File: src/hdl/isfl_pkg.sv
package isfl_pkg;

    localparam logic [15:0] CIP_HEADER_BYTES = 16'd8;
    localparam logic [4:0]  LOCK_PACKETS     = 5'd16;
    localparam logic [4:0]  CH_ITERS         = 5'd14;
    localparam logic [4:0]  RATE_ITERS       = 5'd18;

    localparam logic [1:0] STATUS_SHORT    = 2'd0;
    localparam logic [1:0] STATUS_LEARNING = 2'd1;
    localparam logic [1:0] STATUS_NO_RATE  = 2'd2;
    localparam logic [1:0] STATUS_ACCEPTED = 2'd3;

    localparam logic [3:0] RATE_UNKNOWN = 4'd0;
    localparam logic [3:0] RATE_8K      = 4'd1;
    localparam logic [3:0] RATE_16K     = 4'd2;
    localparam logic [3:0] RATE_32K     = 4'd3;
    localparam logic [3:0] RATE_44K1    = 4'd4;
    localparam logic [3:0] RATE_48K     = 4'd5;
    localparam logic [3:0] RATE_88K2    = 4'd6;
    localparam logic [3:0] RATE_96K     = 4'd7;
    localparam logic [3:0] RATE_192K    = 4'd8;

    typedef logic [3:0] pc_t;

    localparam pc_t STEP_IDLE      = 4'd0;
    localparam pc_t STEP_CHECK     = 4'd1;
    localparam pc_t STEP_TRACK     = 4'd2;
    localparam pc_t STEP_CH_INIT   = 4'd3;
    localparam pc_t STEP_CH_DIV    = 4'd4;
    localparam pc_t STEP_LEARN     = 4'd5;
    localparam pc_t STEP_RATE_INIT = 4'd6;
    localparam pc_t STEP_RATE_DIV  = 4'd7;
    localparam pc_t STEP_SET_RATE  = 4'd8;
    localparam pc_t STEP_LOCKED    = 4'd9;
    localparam pc_t STEP_EMIT      = 4'd10;

    typedef enum logic [3:0] {
        OP_ACCEPT,
        OP_NOP,
        OP_TRACK,
        OP_DIV_CH,
        OP_DIV_STEP,
        OP_LEARN,
        OP_DIV_RATE,
        OP_SET_RATE,
        OP_LOCKED,
        OP_EMIT
    } op_t;

    typedef enum logic [2:0] {
        COND_ALWAYS,
        COND_NO_ITEM,
        COND_SHORT,
        COND_LOCKED,
        COND_NO_LEARN,
        COND_DIV_MORE,
        COND_NOT_LOCKED,
        COND_OUT_FULL
    } cond_t;

    typedef struct packed {
        op_t   op;
        cond_t cond;
        pc_t   target;
        logic  last;
    } uword_t;

    typedef struct packed {
        logic no_item;
        logic short_item;
        logic locked;
        logic no_learn;
        logic div_more;
        logic out_full;
    } flags_t;

    typedef struct packed {
        logic        load;
        logic        step;
        logic [17:0] dividend;
        logic [13:0] divisor;
        logic [4:0]  iters;
    } div_cmd_t;

    typedef struct packed {
        logic [1:0]  status;
        logic [3:0]  rate_code;
        logic [13:0] payload_channels;
        logic [6:0]  push_channels;
        logic [13:0] sample_count;
        logic        stamp_out_valid;
        logic [4:0]  stamp_sample_index;
        logic [31:0] stamp_time;
    } result_t;

    function automatic uword_t microcode(input pc_t pc);
        uword_t w;
        unique case (pc)
            STEP_IDLE:      w = '{OP_ACCEPT,   COND_NO_ITEM,    STEP_IDLE,      1'b0};
            STEP_CHECK:     w = '{OP_NOP,      COND_SHORT,      STEP_EMIT,      1'b0};
            STEP_TRACK:     w = '{OP_TRACK,    COND_LOCKED,     STEP_LOCKED,    1'b0};
            STEP_CH_INIT:   w = '{OP_DIV_CH,   COND_NO_LEARN,   STEP_EMIT,      1'b0};
            STEP_CH_DIV:    w = '{OP_DIV_STEP, COND_DIV_MORE,   STEP_CH_DIV,    1'b0};
            STEP_LEARN:     w = '{OP_LEARN,    COND_ALWAYS,     STEP_RATE_INIT, 1'b0};
            STEP_RATE_INIT: w = '{OP_DIV_RATE, COND_NOT_LOCKED, STEP_EMIT,      1'b0};
            STEP_RATE_DIV:  w = '{OP_DIV_STEP, COND_DIV_MORE,   STEP_RATE_DIV,  1'b0};
            STEP_SET_RATE:  w = '{OP_SET_RATE, COND_ALWAYS,     STEP_EMIT,      1'b0};
            STEP_LOCKED:    w = '{OP_LOCKED,   COND_ALWAYS,     STEP_EMIT,      1'b0};
            STEP_EMIT:      w = '{OP_EMIT,     COND_OUT_FULL,   STEP_EMIT,      1'b1};
            default:        w = '{OP_NOP,      COND_ALWAYS,     STEP_IDLE,      1'b0};
        endcase
        return w;
    endfunction

    function automatic logic [3:0] rate_of_quotient(input logic [13:0] q);
        logic [3:0] code;
        unique case (q)
            14'd1:   code = RATE_8K;
            14'd2:   code = RATE_16K;
            14'd4:   code = RATE_32K;
            14'd5:   code = RATE_44K1;
            14'd6:   code = RATE_48K;
            14'd11:  code = RATE_88K2;
            14'd12:  code = RATE_96K;
            14'd24:  code = RATE_192K;
            default: code = RATE_UNKNOWN;
        endcase
        return code;
    endfunction

    function automatic logic [5:0] syt_of_rate(input logic [3:0] code);
        logic [5:0] syt;
        unique case (code)
            RATE_8K:   syt = 6'd1;
            RATE_16K:  syt = 6'd2;
            RATE_32K, RATE_44K1, RATE_48K: syt = 6'd8;
            RATE_88K2, RATE_96K: syt = 6'd16;
            RATE_192K: syt = 6'd32;
            default:   syt = 6'd0;
        endcase
        return syt;
    endfunction

endpackage

File: src/hdl/isfl_seq.sv
module isfl_seq (
    input  logic            clk,
    input  logic            rst_n,
    input  isfl_pkg::flags_t flags,
    output isfl_pkg::op_t   op
);
    import isfl_pkg::*;

    pc_t    pc_reg;
    pc_t    pc_next;
    uword_t uword;
    logic   take;

    assign uword = microcode(pc_reg);
    assign op    = uword.op;

    always_comb
    begin
        case (uword.cond)
            COND_ALWAYS:     take = 1'b1;
            COND_NO_ITEM:    take = flags.no_item;
            COND_SHORT:      take = flags.short_item;
            COND_LOCKED:     take = flags.locked;
            COND_NO_LEARN:   take = flags.no_learn;
            COND_DIV_MORE:   take = flags.div_more;
            COND_NOT_LOCKED: take = !flags.locked;
            COND_OUT_FULL:   take = flags.out_full;
            default:         take = 1'b0;
        endcase
    end

    always_comb
    begin
        if (take)
        begin
            pc_next = uword.target;
        end
        else if (uword.last)
        begin
            pc_next = STEP_IDLE;
        end
        else
        begin
            pc_next = pc_reg + 4'd1;
        end
    end

    always_ff @(posedge clk or negedge rst_n)
    begin
        if (!rst_n)
        begin
            pc_reg <= STEP_IDLE;
        end
        else
        begin
            pc_reg <= pc_next;
        end
    end

endmodule

File: src/hdl/isfl_div.sv
module isfl_div (
    input  logic               clk,
    input  logic               rst_n,
    input  isfl_pkg::div_cmd_t cmd,
    output logic [17:0]        quotient,
    output logic               more
);
    import isfl_pkg::*;

    logic [17:0] q_reg;
    logic [17:0] q_next;
    logic [13:0] rem_reg;
    logic [13:0] rem_next;
    logic [13:0] div_reg;
    logic [13:0] div_next;
    logic [4:0]  cnt_reg;
    logic [4:0]  cnt_next;
    logic [14:0] trial;
    logic [15:0] diff;
    logic        fits;

    assign trial    = {rem_reg, q_reg[17]};
    assign diff     = {1'b0, trial} - {2'b00, div_reg};
    assign fits     = !diff[15];
    assign quotient = q_reg;
    assign more     = (cnt_reg != 5'd1);

    always_comb
    begin
        q_next   = q_reg;
        rem_next = rem_reg;
        div_next = div_reg;
        cnt_next = cnt_reg;
        if (cmd.load)
        begin
            q_next   = cmd.dividend;
            rem_next = '0;
            div_next = cmd.divisor;
            cnt_next = cmd.iters;
        end
        else if (cmd.step)
        begin
            q_next   = {q_reg[16:0], fits};
            rem_next = fits ? diff[13:0] : trial[13:0];
            cnt_next = cnt_reg - 5'd1;
        end
    end

    always_ff @(posedge clk or negedge rst_n)
    begin
        if (!rst_n)
        begin
            cnt_reg <= '0;
        end
        else
        begin
            cnt_reg <= cnt_next;
        end
    end

    always_ff @(posedge clk)
    begin
        q_reg   <= q_next;
        rem_reg <= rem_next;
        div_reg <= div_next;
    end

endmodule

File: src/hdl/isfl_dp.sv
module isfl_dp (
    input  logic               clk,
    input  logic               rst_n,
    input  isfl_pkg::op_t      op,
    input  logic               cfg_wr_en,
    input  logic [6:0]         cfg_wr_data,
    input  logic               in_valid,
    input  logic [7:0]         dbc,
    input  logic [15:0]        data_length,
    input  logic               timestamp_valid,
    input  logic [31:0]        presentation_time,
    input  logic [17:0]        quotient,
    input  logic               div_more,
    input  logic               out_full,
    output isfl_pkg::flags_t   flags,
    output isfl_pkg::div_cmd_t div_cmd,
    output isfl_pkg::result_t  result
);
    import isfl_pkg::*;

    logic [6:0]  listener_reg, listener_next;
    logic [7:0]  last_dbc_reg, last_dbc_next;
    logic [13:0] prev_cnt_reg, prev_cnt_next;
    logic [4:0]  lock_cnt_reg, lock_cnt_next;
    logic [13:0] pcc_reg, pcc_next;
    logic [17:0] acc_reg, acc_next;
    logic [3:0]  rate_reg, rate_next;

    logic [7:0]  dbc_reg, dbc_next;
    logic [15:0] len_reg, len_next;
    logic        tv_reg, tv_next;
    logic [31:0] pt_reg, pt_next;
    logic [7:0]  step_reg, step_next;
    logic [13:0] prev_reg, prev_next;

    logic [1:0]  res_status_reg, res_status_next;
    logic [6:0]  res_push_reg, res_push_next;
    logic [13:0] res_count_reg, res_count_next;
    logic        res_sv_reg, res_sv_next;
    logic [4:0]  res_sidx_reg, res_sidx_next;
    logic [31:0] res_stime_reg, res_stime_next;

    logic [15:0] len_body;
    logic [13:0] count_w;
    logic [13:0] ch_w;
    logic [5:0]  syt;
    logic [5:0]  syt_mask;
    logic [5:0]  sidx_w;
    logic [6:0]  push_w;

    assign len_body = len_reg - CIP_HEADER_BYTES;
    assign count_w  = len_body[15:2];
    assign ch_w     = quotient[13:0];
    assign syt      = syt_of_rate(rate_reg);
    assign syt_mask = syt - 6'd1;
    assign sidx_w   = (syt - ({1'b0, dbc_reg[4:0]} & syt_mask)) & syt_mask;
    assign push_w   = ({7'd0, listener_reg} < pcc_reg) ? listener_reg : pcc_reg[6:0];

    assign flags.no_item    = !in_valid;
    assign flags.short_item = (len_reg < CIP_HEADER_BYTES);
    assign flags.locked     = (lock_cnt_reg == LOCK_PACKETS);
    assign flags.no_learn   = (prev_reg == 14'd0) || (step_reg == 8'd0);
    assign flags.div_more   = div_more;
    assign flags.out_full   = out_full;

    assign div_cmd.load     = (op == OP_DIV_CH) || (op == OP_DIV_RATE);
    assign div_cmd.step     = (op == OP_DIV_STEP);
    assign div_cmd.dividend = (op == OP_DIV_CH) ? {prev_reg, 4'd0} : acc_reg;
    assign div_cmd.divisor  = (op == OP_DIV_CH) ? {6'd0, step_reg} : pcc_reg;
    assign div_cmd.iters    = (op == OP_DIV_CH) ? CH_ITERS : RATE_ITERS;

    assign result.status             = res_status_reg;
    assign result.rate_code          = rate_reg;
    assign result.payload_channels   = pcc_reg;
    assign result.push_channels      = res_push_reg;
    assign result.sample_count       = res_count_reg;
    assign result.stamp_out_valid    = res_sv_reg;
    assign result.stamp_sample_index = res_sidx_reg;
    assign result.stamp_time         = res_stime_reg;

    always_comb
    begin
        listener_next   = cfg_wr_en ? cfg_wr_data : listener_reg;
        last_dbc_next   = last_dbc_reg;
        prev_cnt_next   = prev_cnt_reg;
        lock_cnt_next   = lock_cnt_reg;
        pcc_next        = pcc_reg;
        acc_next        = acc_reg;
        rate_next       = rate_reg;
        dbc_next        = dbc_reg;
        len_next        = len_reg;
        tv_next         = tv_reg;
        pt_next         = pt_reg;
        step_next       = step_reg;
        prev_next       = prev_reg;
        res_status_next = res_status_reg;
        res_push_next   = res_push_reg;
        res_count_next  = res_count_reg;
        res_sv_next     = res_sv_reg;
        res_sidx_next   = res_sidx_reg;
        res_stime_next  = res_stime_reg;
        unique case (op)
            OP_ACCEPT:
            begin
                if (in_valid)
                begin
                    dbc_next        = dbc;
                    len_next        = data_length;
                    tv_next         = timestamp_valid;
                    pt_next         = presentation_time;
                    res_status_next = STATUS_SHORT;
                    res_push_next   = '0;
                    res_count_next  = '0;
                    res_sv_next     = 1'b0;
                    res_sidx_next   = '0;
                    res_stime_next  = '0;
                end
            end
            OP_TRACK:
            begin
                step_next       = dbc_reg - last_dbc_reg;
                prev_next       = prev_cnt_reg;
                last_dbc_next   = dbc_reg;
                prev_cnt_next   = count_w;
                res_count_next  = count_w;
                res_status_next = STATUS_LEARNING;
            end
            OP_LEARN:
            begin
                if ((pcc_reg == 14'd0) || (pcc_reg != ch_w))
                begin
                    pcc_next      = ch_w;
                    lock_cnt_next = 5'd1;
                    acc_next      = {4'd0, count_w};
                    rate_next     = RATE_UNKNOWN;
                end
                else
                begin
                    lock_cnt_next = lock_cnt_reg + 5'd1;
                    acc_next      = acc_reg + {4'd0, count_w};
                end
            end
            OP_SET_RATE:
            begin
                rate_next = (pcc_reg == 14'd0) ? RATE_UNKNOWN
                                               : rate_of_quotient(quotient[17:4]);
            end
            OP_LOCKED:
            begin
                res_status_next = STATUS_ACCEPTED;
                res_push_next   = push_w;
                if (tv_reg)
                begin
                    if (syt == 6'd0)
                    begin
                        res_status_next = STATUS_NO_RATE;
                        res_push_next   = '0;
                    end
                    else
                    begin
                        res_sv_next    = 1'b1;
                        res_sidx_next  = sidx_w[4:0];
                        res_stime_next = pt_reg;
                    end
                end
            end
            OP_NOP, OP_DIV_CH, OP_DIV_STEP, OP_DIV_RATE, OP_EMIT:
            begin
            end
            default:
            begin
            end
        endcase
    end

    always_ff @(posedge clk or negedge rst_n)
    begin
        if (!rst_n)
        begin
            listener_reg <= '0;
            last_dbc_reg <= '0;
            prev_cnt_reg <= '0;
            lock_cnt_reg <= '0;
            pcc_reg      <= '0;
            acc_reg      <= '0;
            rate_reg     <= RATE_UNKNOWN;
        end
        else
        begin
            listener_reg <= listener_next;
            last_dbc_reg <= last_dbc_next;
            prev_cnt_reg <= prev_cnt_next;
            lock_cnt_reg <= lock_cnt_next;
            pcc_reg      <= pcc_next;
            acc_reg      <= acc_next;
            rate_reg     <= rate_next;
        end
    end

    always_ff @(posedge clk)
    begin
        dbc_reg        <= dbc_next;
        len_reg        <= len_next;
        tv_reg         <= tv_next;
        pt_reg         <= pt_next;
        step_reg       <= step_next;
        prev_reg       <= prev_next;
        res_status_reg <= res_status_next;
        res_push_reg   <= res_push_next;
        res_count_reg  <= res_count_next;
        res_sv_reg     <= res_sv_next;
        res_sidx_reg   <= res_sidx_next;
        res_stime_reg  <= res_stime_next;
    end

    // A known rate is only ever set once the lock has been reached.
    assert property (@(posedge clk) disable iff (!rst_n)
        (rate_reg != RATE_UNKNOWN) |-> (lock_cnt_reg == LOCK_PACKETS))
        else $error("rate code set without lock");

    // Once locked, the block stays locked.
    assert property (@(posedge clk) disable iff (!rst_n)
        (lock_cnt_reg == LOCK_PACKETS) |=> (lock_cnt_reg == LOCK_PACKETS))
        else $error("lock lost");

endmodule

File: src/hdl/iec61883_stream_format_lock.sv
// Learns the format of an IEC 61883-6 stream from parsed packets, one item per packet,
// and gives one result item per packet. A packet that is shorter than the CIP header,
// one that arrives once the stream is locked and one from which no channel count can be
// derived take a short path through the program. While learning, a packet also runs the
// channel pass of the shared shift-subtract divider, and the packet that completes the
// lock runs the rate pass as well: 14 steps for the channels and 18 steps for the rate,
// under a small microcode program that steps one control word a cycle. The last step
// waits for as long as the output register holds a stalled result. A new item is taken
// while the previous result still waits in the output register.
module iec61883_stream_format_lock (
    input  logic        clk,
    input  logic        rst_n,
    input  logic        cfg_wr_en,
    input  logic [6:0]  cfg_wr_data,
    input  logic        in_valid,
    output logic        in_stall,
    input  logic [7:0]  dbc,
    input  logic [15:0] data_length,
    input  logic        timestamp_valid,
    input  logic [31:0] presentation_time,
    output logic        out_valid,
    input  logic        out_stall,
    output logic [1:0]  status,
    output logic [3:0]  rate_code,
    output logic [13:0] payload_channels,
    output logic [6:0]  push_channels,
    output logic [13:0] sample_count,
    output logic        stamp_out_valid,
    output logic [4:0]  stamp_sample_index,
    output logic [31:0] stamp_time
);
    import isfl_pkg::*;

    op_t      op;
    flags_t   flags;
    div_cmd_t div_cmd;
    result_t  result;
    logic [17:0] quotient;
    logic        div_more;
    logic        out_full;
    logic        emit;

    logic    out_valid_reg, out_valid_next;
    result_t out_res_reg, out_res_next;

    assign in_stall = (op != OP_ACCEPT);
    assign out_full = out_valid_reg && out_stall;
    assign emit     = (op == OP_EMIT) && !out_full;

    isfl_seq u_seq (
        .clk   (clk),
        .rst_n (rst_n),
        .flags (flags),
        .op    (op)
    );

    isfl_div u_div (
        .clk      (clk),
        .rst_n    (rst_n),
        .cmd      (div_cmd),
        .quotient (quotient),
        .more     (div_more)
    );

    isfl_dp u_dp (
        .clk               (clk),
        .rst_n             (rst_n),
        .op                (op),
        .cfg_wr_en         (cfg_wr_en),
        .cfg_wr_data       (cfg_wr_data),
        .in_valid          (in_valid),
        .dbc               (dbc),
        .data_length       (data_length),
        .timestamp_valid   (timestamp_valid),
        .presentation_time (presentation_time),
        .quotient          (quotient),
        .div_more          (div_more),
        .out_full          (out_full),
        .flags             (flags),
        .div_cmd           (div_cmd),
        .result            (result)
    );

    always_comb
    begin
        out_valid_next = out_valid_reg;
        out_res_next   = out_res_reg;
        if (emit)
        begin
            out_valid_next = 1'b1;
            out_res_next   = result;
        end
        else if (!out_stall)
        begin
            out_valid_next = 1'b0;
        end
    end

    always_ff @(posedge clk or negedge rst_n)
    begin
        if (!rst_n)
        begin
            out_valid_reg <= 1'b0;
        end
        else
        begin
            out_valid_reg <= out_valid_next;
        end
    end

    always_ff @(posedge clk)
    begin
        out_res_reg <= out_res_next;
    end

    assign out_valid          = out_valid_reg;
    assign status             = out_res_reg.status;
    assign rate_code          = out_res_reg.rate_code;
    assign payload_channels   = out_res_reg.payload_channels;
    assign push_channels      = out_res_reg.push_channels;
    assign sample_count       = out_res_reg.sample_count;
    assign stamp_out_valid    = out_res_reg.stamp_out_valid;
    assign stamp_sample_index = out_res_reg.stamp_sample_index;
    assign stamp_time         = out_res_reg.stamp_time;

    // The sequencer leaves its idle step as soon as an item is taken.
    assert property (@(posedge clk) disable iff (!rst_n)
        (in_valid && !in_stall) |=> in_stall)
        else $error("second item taken before the first was processed");

    // A forwarded timestamp only comes with an accepted packet.
    assert property (@(posedge clk) disable iff (!rst_n)
        (out_valid && stamp_out_valid) |-> (status == STATUS_ACCEPTED))
        else $error("timestamp forwarded for a packet that was not accepted");

    // A packet too short for the CIP header carries no samples and pushes nothing.
    assert property (@(posedge clk) disable iff (!rst_n)
        (out_valid && (status == STATUS_SHORT)) |->
            ((sample_count == 14'd0) && (push_channels == 7'd0)))
        else $error("short packet reported with samples");

endmodule

File: config.mk
export PLATFORM = sky130hd
export DESIGN_NAME = iec61883_stream_format_lock
export DESIGN_NICKNAME = d
export VERILOG_FILES = /design/src/hdl/isfl_pkg.sv /design/src/hdl/isfl_seq.sv /design/src/hdl/isfl_div.sv /design/src/hdl/isfl_dp.sv /design/src/hdl/iec61883_stream_format_lock.sv
export SDC_FILE = /design/constraint.sdc
export NUM_CORES = 1
export LEC_CHECK = 0
export ABC_AREA = 1
export ABC_CLOCK_PERIOD_IN_PS = 6130
export BUFFER_PORTS_ARGS = -buffer_cell sky130_fd_sc_hd__buf_2
export CAP_MARGIN = 20
export CORE_UTILIZATION = 44
export DETAILED_ROUTE_END_ITERATION = 10
export PLACE_DENSITY = 0.64
export SKIP_CTS_REPAIR_TIMING = 1
export SKIP_LAST_GASP = 1
export SYNTH_ARGS = -nofsm -noshare
export SYNTH_HDL_FRONTEND = slang
export SYNTH_SLANG_ARGS = --single-unit
File: constraint.sdc
create_clock -name clk -period 6.13 [get_ports clk]
set_clock_uncertainty 0.2 [all_clocks]
set_input_delay 0.613 -clock clk [delete_from_list [all_inputs] [get_ports clk]]
set_output_delay 0.613 -clock clk [all_outputs]
set_load 0.03 [all_outputs]
==> reports/qor.txt, run 1 <==
status: finished, final reports clean
Net Count, Synth: 1557
Hold WC Path Type: input pin to flop
Port Buf Inserts: 147
core area: 0.0347 mm2
critical path's slowest cell: nand2_4
Comb pwr share: 0.370
Least-Margin Pin Slew: 1.13 ns
main combinational cell family by area after synthesis: simple AND/OR/NAND/NOR gates
Slew Limit Fails: 0
most common cell in the synthesized netlist: edfxtp_1
clock sink total: 347
Worst path max stage delay: 0.46 ns
Setup WS pre-CTS: 2.27 ns
NetSw: 3.90 mW
setup TNS: 0 ns
clock latency on the worst-skew pair: 0.53 ns
DRC violations left: 0
Peak supply drop: 0.000270 V
Placed Area: 0.0168 mm2
DPL Wire Length: 23.2 mm
crit path cell chain: inv_1 > ha_1 > nand2_2 > nor2_4 > a21oi_4 > nand3_2 > nand2_4 > inv_4 > nand2_4 > nand2_1 > o21ai_0 > inv_1 > ha_1 > nand3_1 > nand3_1 > nand2_1 > inv_1
chip width: 190 um
initial antenna violation count: 1
ys async rst share: 0.231
relative slew slack: 0.246
critical path fanouts, max: 32
drt pass-1 iters: 5
H-tree Lvls: 2
register bit total from synthesis: 347
Synth Area in Simple Gates: 0.136
Post-synth top flop: edfxtp_1
cells after synthesis: 1425
xor/xnor cell area share of the yosys netlist: 0.0298
Compound-Gate Fraction of Synth Area: 0.0891
Die Y-Extent: 190 um
via count of the first global-routing pass: 10000
Clock transition at path regs: 0.06 ns
P_leak: 7.75 nW
CTS max path bufs: 3
power consumption: 10.1 mW
power per cell area: 558 mW/mm2
worst hold stages: 1
clock root buffer: clkbuf_16
Synth-to-Final Area Change: 15.8%
Pint: 6.19 mW
first-pass GRT wire length: 53.1 mm
initial core utilization: 0.449
area fraction of the dominant cell type after synthesis: 0.479
largest net degree at the start of global routing: 80
EDFF count, synth: 249
1st-iter DRT viols: 715
vias per cell: 5.03
Warnings, synthesis: 0
Fill cells: 3052
via count: 10400
total track usage: 0.186
area leader, netlist: edfxtp_1
CP Capture Type: flop
Reg power frac: 0.408
share of post-route cells with drive strength above 1: 0.157
top post-synthesis cells by count: edfxtp_1 (249), nand2_1 (240), inv_1 (193), nor2_1 (120), o21ai_0 (120)
sw frac: 0.387
Clock Power Share: 0.222
ranking of synthesized cells by area: edfxtp_1 (48%), dfrtp_1 (13%), nand2_1 (5.8%)
data required time of the worst path: 6.35 ns
# nets final: 1720
achievable frequency: 259 MHz
post-synthesis mux area share: 0.00433
Post-DRT Antenna Nets: 0
Startpoint Class: flop
final WL: 33.0 mm
clock tree from TritonCTS: yes
RePlAce Congestion: 0.939
syn avg cell area: 10.9 um2
Avg WL per Cell: 15.9 um
min Tclk post-route: 3.86 ns
part of the cycle the worst path needs: 0.629
crit path kind: flop to flop
CTS Buf Count: 37
RSZ-0062 raised after global routing: no
post-route design area: 0.0181 mm2
Setup violations, final: 0
Synth cell types: 51
register area share after synthesis: 0.631
adder-cell share of the synthesized area: 0.0520
Worst Path Arrival: 4.08 ns
Final WS setup: 2.27 ns
I/O pins: 150
Fin. Hold Viols: 0
die area: 0.0362 mm2
cell mode on critical path: inv_1
path depth of the worst reg2reg path: 17
FP Rows: 68
grt ovf: 0
Synth Cell Area: 0.0156 mm2
Max Cap Violations: 0
-- worst max-delay path: cells and delay by family, from the launching register on --
kind,cells,cell delay (ns)
AND/OR/NAND/NOR,9,1.60
adder cells (fa/ha/maj),2,0.70
flip-flops,1,0.45
buffers and inverters,4,0.42
AO/OA/AOI/OAI,2,0.38
-- stage by stage --
stage	hold WS [ns]	cells	util
after CTS	-0.232	2070	0.520
after global placement	0.202	2003	0.485
after floorplan	0.117	1425	-
after detailed placement	0.205	2003	0.485
after global routing	0.0291	2072	0.520
final	0.0571	2072	0.520
-- cells by family (layout without fill, tap and decap cells) --
logic type / after synthesis / count (layout)
AND/OR/NAND/NOR: 476 / 476
flip-flops: 347 / 347
AO/OA/AOI/OAI: 249 / 249
buffers and inverters: 231 / 422
adder cells (fa/ha/maj): 63 / 63
XOR/XNOR: 53 / 53
multiplexers: 6 / 6
other: 0 / 1
-- cells in the final DEF (no fill, tap or decap), drive strengths merged, types with 47 or more instances in the layout --
cell	n
ha	60
nor2	125
buf	154
dfrtp	80
nand2	253
clkbuf	50
inv	201
o21ai	128
nand3	47
edfxtp	249
a21oi	74
-- area by class of cell --
class / instances / area [um2] / share of cell area
sequential: 347 / 9840 / 0.545
multi-input combinational: 847 / 4870 / 0.270
clock buffer: 50 / 1020 / 0.0562
timing repair buffer: 155 / 801 / 0.0443
inverter: 200 / 761 / 0.0421
tap: 455 / 569 / 0.0315
clock inverter: 17 / 208 / 0.0115
antenna: 1 / 2.50 / 0.000139
-- path summary, 6_finish.rpt --
kind / endpoint / startpoint / slack [ns]
max: flop / u_seq.pc_reg[0] / 2.27
min in group asynchronous: u_dp.acc_reg[11] / rst_n / 0.31
min: u_dp.len_reg[15] / data_length[15] / 0.06
max in group asynchronous: u_dp.listener_reg[3] / rst_n / 4.28
max reg2reg: flop / u_seq.pc_reg[0] / 2.27
min reg2reg: stamp_time[22] / u_dp.res_stime_reg[22] / 0.22
-- layer usage --
layer  up-vias  wire (um)  GRT usage  share of wire
li1       5163          -          -              -
met1      4934      15100      0.262           0.46
met2       283      15300      0.297           0.46
met3        50       1930     0.0304          0.058
met4         0        740     0.0532          0.022
met5         -          0          0              0
-- power groups by stage --
stage	Sequential [mW]	Combinational [mW]	Clock (mW)
2_1_floorplan	4.14	2.73	0
3_3_place_gp	4.13	3.64	0
3_5_place_dp	4.16	3.72	0
4_1_cts	4.12	3.75	2.29
5_1_grt	4.21	4.22	2.38
6_report	4.11	3.74	2.24
No activity file was read; power rests on OpenSTA's default activity.
==> run 2, diff against run 1 <==
--- a/config.mk
+++ b/config.mk
@@ -6,12 +6,12 @@
 export NUM_CORES = 1
 export LEC_CHECK = 0
 export ABC_AREA = 1
-export ABC_CLOCK_PERIOD_IN_PS = 6130
+export ABC_CLOCK_PERIOD_IN_PS = 3300
 export BUFFER_PORTS_ARGS = -buffer_cell sky130_fd_sc_hd__buf_2
 export CAP_MARGIN = 20
 export CORE_UTILIZATION = 44
 export DETAILED_ROUTE_END_ITERATION = 10
-export PLACE_DENSITY = 0.64
+export PLACE_DENSITY = 0.67
 export SKIP_CTS_REPAIR_TIMING = 1
 export SKIP_LAST_GASP = 1
 export SYNTH_ARGS = -nofsm -noshare
==> constraint.sdc (replaced) <==
create_clock -name clk -period 3.3 [get_ports clk]
set_clock_uncertainty 0.2 [all_clocks]
set_input_delay 0.33 -clock clk [delete_from_list [all_inputs] [get_ports clk]]
set_output_delay 0.33 -clock clk [all_outputs]
set_load 0.03 [all_outputs]
==> run 2 against run 1 <==
  * Sequential cell count unchanged
  * Fmax up 26%
  * Die area unchanged
  * Total power up 90%
  * Via count up 4.6%
  * Count of clock-buffer cells in the layout unchanged
  * Utilization up 2.8 points
  * Non-clock buffer count up 101
  * First-iteration DRC count down 9.8%
  * Register-to-register slack worse by 2.0 ns
  * Combinational power up 98%
  * Setup slack worse by 2.0 ns
  * Highest routed layer unchanged
==> reports/qor.txt, run 2 (synthesized netlist as in run 1, its figures left out) <==
status: finished, final reports clean
H-tree Lvls: 2 (unchanged)
Worst Path Arrival: 3.29 ns (-0.79 ns)
post-route design area: 0.0190 mm2 (+5.4%)
CP Capture Type: flop
Startpoint Class: flop
min-delay src: cfg_wr_en
Pint: 11.8 mW (+90%)
achievable frequency: 326 MHz (+26%)
Avg WL per Cell: 16.1 um (+0.85%)
worst hold stages: 2 (+1)
Post-Place Cells: 2037 (+1.7%)
Reg power frac: 0.399 (-0.009)
clock sink total: 347 (unchanged)
Slew Limit Fails: 0 (unchanged)
antenna diode count: 0 (-1)
data required time of the worst path: 3.52 ns (-2.83 ns)
Comb pwr share: 0.386 (+0.016)
min Tclk post-route: 3.07 ns (-0.785 ns)
r2r setup slk: 0.23 ns (-2.05 ns)
die area: 0.0362 mm2 (unchanged)
path depth of the worst reg2reg path: 13 (-4)
Synth-to-Final Area Change: 22.1%
clock latency on the worst-skew pair: 0.54 ns (about the same)
largest net degree at the start of global routing: 80 (unchanged)
area of the multi-input gates: 0.00490 mm2 (+0.72%)
vias per cell: 5.02 (-0.22%)
Seq. cell area: 0.00984 mm2 (unchanged)
Clock transition at path regs: 0.06 ns (about the same)
clock root buffer: clkbuf_16
Placed Area: 0.0171 mm2 (+1.7%)
fin cells: 2173 (+4.9%)
part of the cycle the worst path needs: 0.931 (+0.302)
drt pass-1 iters: 5 (unchanged)
core area: 0.0347 mm2 (unchanged)
RR Endpoint: u_dp.acc_reg[10]
CTS max path bufs: 3 (unchanged)
clock tree from TritonCTS: yes
crit path kind: flop to flop
total track usage: 0.190 (+0.00403)
Max Cap Violations: 0 (unchanged)
via count: 10900 (+4.6%)
Least-Margin Pin Slew: 0.681 ns (-0.450 ns)
# nets final: 1821 (+5.9%)
CTS Buf Count: 37 (unchanged)
commonest non-fill, non-tap cell in the layout: edfxtp_1
NetSw: 7.39 mW (+90%)
Post-DRT Antenna Nets: 0 (unchanged)
sw frac: 0.386 (-0.000443)
power consumption: 19.1 mW (+90%)
Port Buf Inserts: 147 (unchanged)
worst reg2reg startpoint: u_dp.len_reg[3]
I/O pins: 150 (unchanged)
grt ovf: 0 (unchanged)
Fill cells: 2973 (-2.6%)
most frequent cells in the layout: edfxtp_1 (249), nand2_1 (240), inv_1 (192)
initial core utilization: 0.449 (unchanged)
first-pass GRT wire length: 53.8 mm (+1.4%)
Setup violations, final: 0 (unchanged)
final WL: 34.9 mm (+5.8%)
share of post-route cells with drive strength above 1: 0.172 (+0.0157)
critical path fanouts, max: 5 (-84%)
final design utilization: 0.549 (+0.0283)
setup TNS: 0 ns (unchanged)
Hold Path Sink: u_dp.listener_reg[1]
Die Y-Extent: 190 um (unchanged)
chip width: 190 um (unchanged)
Fin. Hold Viols: 0 (unchanged)
Clock Power Share: 0.215 (-0.007)
DRC violations left: 0 (unchanged)
Hold WC Path Type: input pin to flop
via count of the first global-routing pass: 10100 (+0.98%)
FP Rows: 68 (unchanged)
relative slew slack: 0.546 (+0.300)
initial antenna violation count: 0 (-1)
1st-iter DRT viols: 645 (-9.8%)
Peak supply drop: 0.000596 V (+120%)
P_leak: 8.22 nW (+6.0%)
RePlAce Congestion: 0.919 (-2.1%)
power per cell area: 1010 mW/mm2 (+80%)
DPL Wire Length: 24.5 mm (+5.5%)
run 2: cell types whose count changed in the layout (fill, tap and decap cells not counted), sizes merged:
cell / previous run / this run
dlygate4sd3: 1 / 66
buf: 154 / 190
bufinv: 4 / 3
clkinv: 11 / 12
diode: 1 / 0
inv: 201 / 202
run 2: worst max path at each step:
| stage | startpoint | endpoint | slack, ns | cells after the start |
|---|---|---|---|---|
| floorplan | u_seq.pc_reg[0] | u_dp.dbc_reg[0] | 0.08 | 9 |
| global placement | u_dp.len_reg[3] | u_dp.acc_reg[14] | 0.19 | 14 |
| detailed placement | u_dp.len_reg[3] | u_dp.acc_reg[14] | 0.14 | 14 |
| CTS | u_dp.len_reg[3] | u_dp.acc_reg[14] | 0.14 | 14 |
| global route | u_dp.len_reg[3] | u_dp.acc_reg[14] | -0.03 | 14 |
| finish | u_dp.len_reg[3] | u_dp.acc_reg[10] | 0.23 | 13 |
run 2: power groups by stage:
stage | combinational, mW | sequential (mW) | clock (mW)
finish | 7.39 | 7.64 | 4.11
global route | 8.27 | 7.80 | 4.38
CTS | 7.31 | 7.64 | 4.22
detailed placement | 7.24 | 7.70 | 0
global placement | 7.12 | 7.66 | 0
floorplan | 5.08 | 7.65 | 0
run 2: per-layer routing:
layer | up-vias | track usage | routed length (um)
met5 | - | 0 | 0
met4 | 0 | 0.0591 | 873
met3 | 55 | 0.0309 | 1800
met2 | 310 | 0.308 | 16400
met1 | 5184 | 0.263 | 15800
li1 | 5365 | - | -
run 2: final cells by class:
class                   count  share of cell area
clock inverters            18              0.0104
clock buffers              50              0.0533
multi-input cells         847               0.258
inverters                 200              0.0399
flip-flops and latches    347               0.517
well taps                 455              0.0299
repair buffers            256              0.0924
run 2: critical path, stage by stage, from the launching register on:
cell      delay [ns]
edfxtp_1        0.44
inv_1           0.11
ha_1            0.23
nand2_1         0.10
xor2_1          0.28
inv_1           0.10
ha_1            0.35
a21oi_1         0.22
o21ai_0         0.14
a21oi_1         0.22
o21ai_0         0.15
xor2_1          0.16
o211ai_1        0.17
nand2_1         0.07
run 2: stage by stage:
step	hold slack, ns	worst slack, ns
after floorplan	-0.166	0.0769
after global placement	0.201	0.188
after detailed placement	0.205	0.137
after CTS	-0.362	0.137
after global routing	0.00441	-0.0324
final	0.00479	0.229
==> run 3, diff against run 2 <==
--- a/config.mk
+++ b/config.mk
@@ -11,6 +11,7 @@
 export CAP_MARGIN = 20
 export CORE_UTILIZATION = 44
 export DETAILED_ROUTE_END_ITERATION = 10
+export MAX_ROUTING_LAYER = met4
 export PLACE_DENSITY = 0.67
 export SKIP_CTS_REPAIR_TIMING = 1
 export SKIP_LAST_GASP = 1
==> run 3 against run 2 <==
  * The run now ends with hold timing left
  * Sequential power hardly changed
  * Register-to-register slack worse by 0.04 ns
  * Die area stayed put
  * First-iteration DRC count is 5.3% higher
  * Utilization hardly changed
  * Total power is 0.69% lower
  * Critical path type unchanged
  * Critical endpoint is now u_dp.acc_reg[16]
  * Largest power group unchanged
==> reports/qor.txt, run 3 (synthesized netlist as in run 1, its figures left out) <==
status: complete, but fails checks
failing checks: hold timing
critical path fanouts, max: 5 (unchanged)
DPL Wire Length: 24.2 mm (-1.1%)
via count of the first global-routing pass: 10100 (-0.11%)
core area: 0.0347 mm2 (unchanged)
final design utilization: 0.548 (about the same)
setup TNS: 0 ns (unchanged)
Post-DRT Antenna Nets: 0 (unchanged)
RePlAce Congestion: 0.918 (-0.12%)
Clock transition at path regs: 0.06 ns (about the same)
DRC violations left: 0 (unchanged)
Least-Margin Pin Slew: 0.588 ns (-0.0929 ns)
Synth-to-Final Area Change: 22.0% (about the same)
Slew Limit Fails: 0 (unchanged)
via count: 10800 (-1.3%)
chip width: 190 um (unchanged)
clock sink total: 347 (unchanged)
Post-Place Cells: 2035 (-0.098%)
H-tree Lvls: 2 (unchanged)
# nets final: 1821 (unchanged)
CTS Buf Count: 37 (unchanged)
grt ovf: 0 (unchanged)
Peak supply drop: 0.000470 V (-21%)
Worst Path Arrival: 3.32 ns (+0.03 ns)
I/O pins: 150 (unchanged)
power per cell area: 999 mW/mm2 (-0.60%)
Fin. Hold Viols: 1 (+1)
min Tclk post-route: 3.11 ns (+0.0374 ns)
die area: 0.0362 mm2 (unchanged)
initial core utilization: 0.449 (unchanged)
Port Buf Inserts: 147 (unchanged)
initial antenna violation count: 0 (unchanged)
Hold WS: -0.0202 ns (-0.0250 ns)
final WL: 34.3 mm (-1.7%)
clock latency on the worst-skew pair: 0.52 ns (-0.02 ns)
clock tree from TritonCTS: yes
total track usage: 0.194 (+0.00387)
most frequent cells in the layout: edfxtp_1 (249), nand2_1 (240), inv_1 (192)
crit path kind: flop to flop
FP Rows: 68 (unchanged)
Die Y-Extent: 190 um (unchanged)
1st-iter DRT viols: 679 (+5.3%)
relative slew slack: 0.607 (+0.0608)
P_leak: 8.19 nW (-0.33%)
Max Cap Violations: 0 (unchanged)
fin cells: 2172 (-0.046%)
Avg WL per Cell: 15.8 um (-1.7%)
part of the cycle the worst path needs: 0.942 (+0.0113)
Setup violations, final: 0 (unchanged)
antenna diode count: 0 (unchanged)
vias per cell: 4.96 (-1.2%)
worst hold stages: 2 (unchanged)
Startpoint Class: flop
clock root buffer: clkbuf_16
first-pass GRT wire length: 53.4 mm (-0.73%)
Hold WC Path Type: input pin to flop
post-route design area: 0.0190 mm2 (about the same)
share of post-route cells with drive strength above 1: 0.174 (+0.00127)
achievable frequency: 322 MHz (-1.2%)
path depth of the worst reg2reg path: 15 (+2)
Placed Area: 0.0171 mm2 (about the same)
CTS max path bufs: 3 (unchanged)
commonest non-fill, non-tap cell in the layout: edfxtp_1
data required time of the worst path: 3.51 ns (about the same)
CP Capture Type: flop
largest net degree at the start of global routing: 81 (+1.3%)
drt pass-1 iters: 5 (unchanged)
==> run 3: final cells by class <==
type / count / area [um2]
sequential: 347 / 9840
multi-input combinational: 847 / 4920
tap: 455 / 569
fill: 2974 / 15700
timing repair buffer: 256 / 1780
clock inverter: 15 / 141
clock buffer: 52 / 1020
inverter: 200 / 761
==> run 3: routing by layer <==
layer	part of all wire	GRT usage	vias up
met5	0	-	-
met1	0.46	0.267	5097
met2	0.47	0.296	264
met4	0.023	0.0622	0
li1	-	-	5360
met3	0.045	0.0293	56
==> run 3: where the power goes <==
| part | total (mW) | switching [mW] | internal [mW] |
|---|---|---|---|
| registers | 7.65 | 0.816 | 6.83 |
| clock network | 3.97 | 1.64 | 2.33 |
| logic | 7.40 | 4.89 | 2.51 |
==> run 3: metrics by stage <==
stage / power, mW / hold slack (ns) / setup WS [ns]
after floorplan: 12.7 / -0.166 / 0.0769
after global placement: 14.8 / 0.201 / 0.189
after detailed placement: 15.0 / 0.205 / 0.141
after CTS: 19.0 / -0.239 / 0.0903
after global routing: 20.3 / 0.00705 / -0.0192
final: 19.0 / -0.0202 / 0.192
==> run 3: worst paths after layout <==
check | endpoint | slack, ns | startpoint
setup / recovery | u_dp.acc_reg[16] | 0.19 | u_dp.len_reg[3]
hold / removal | u_dp.listener_reg[0] | -0.02 | cfg_wr_en
setup reg to reg | u_dp.acc_reg[16] | 0.19 | u_dp.len_reg[3]
hold reg to reg | stamp_time[31] | 0.22 | u_dp.res_stime_reg[31]
max in group asynchronous | u_dp.listener_reg[4] | 2.25 | rst_n
min in group asynchronous | u_dp.acc_reg[11] | 0.03 | rst_n
==> run 3: worst max-delay path: stages, from the launching register on <==
cell	delay, ns
edfxtp_1	0.45
inv_1	0.12
ha_2	0.23
nand3_2	0.12
nor3_2	0.26
buf_4	0.15
nand4_1	0.09
xor2_1	0.29
ha_1	0.35
a21o_1	0.22
a32oi_1	0.23
nand2_1	0.08
nand2_1	0.06
nand2_1	0.05
nand3b_1	0.07
nand2_1	0.05
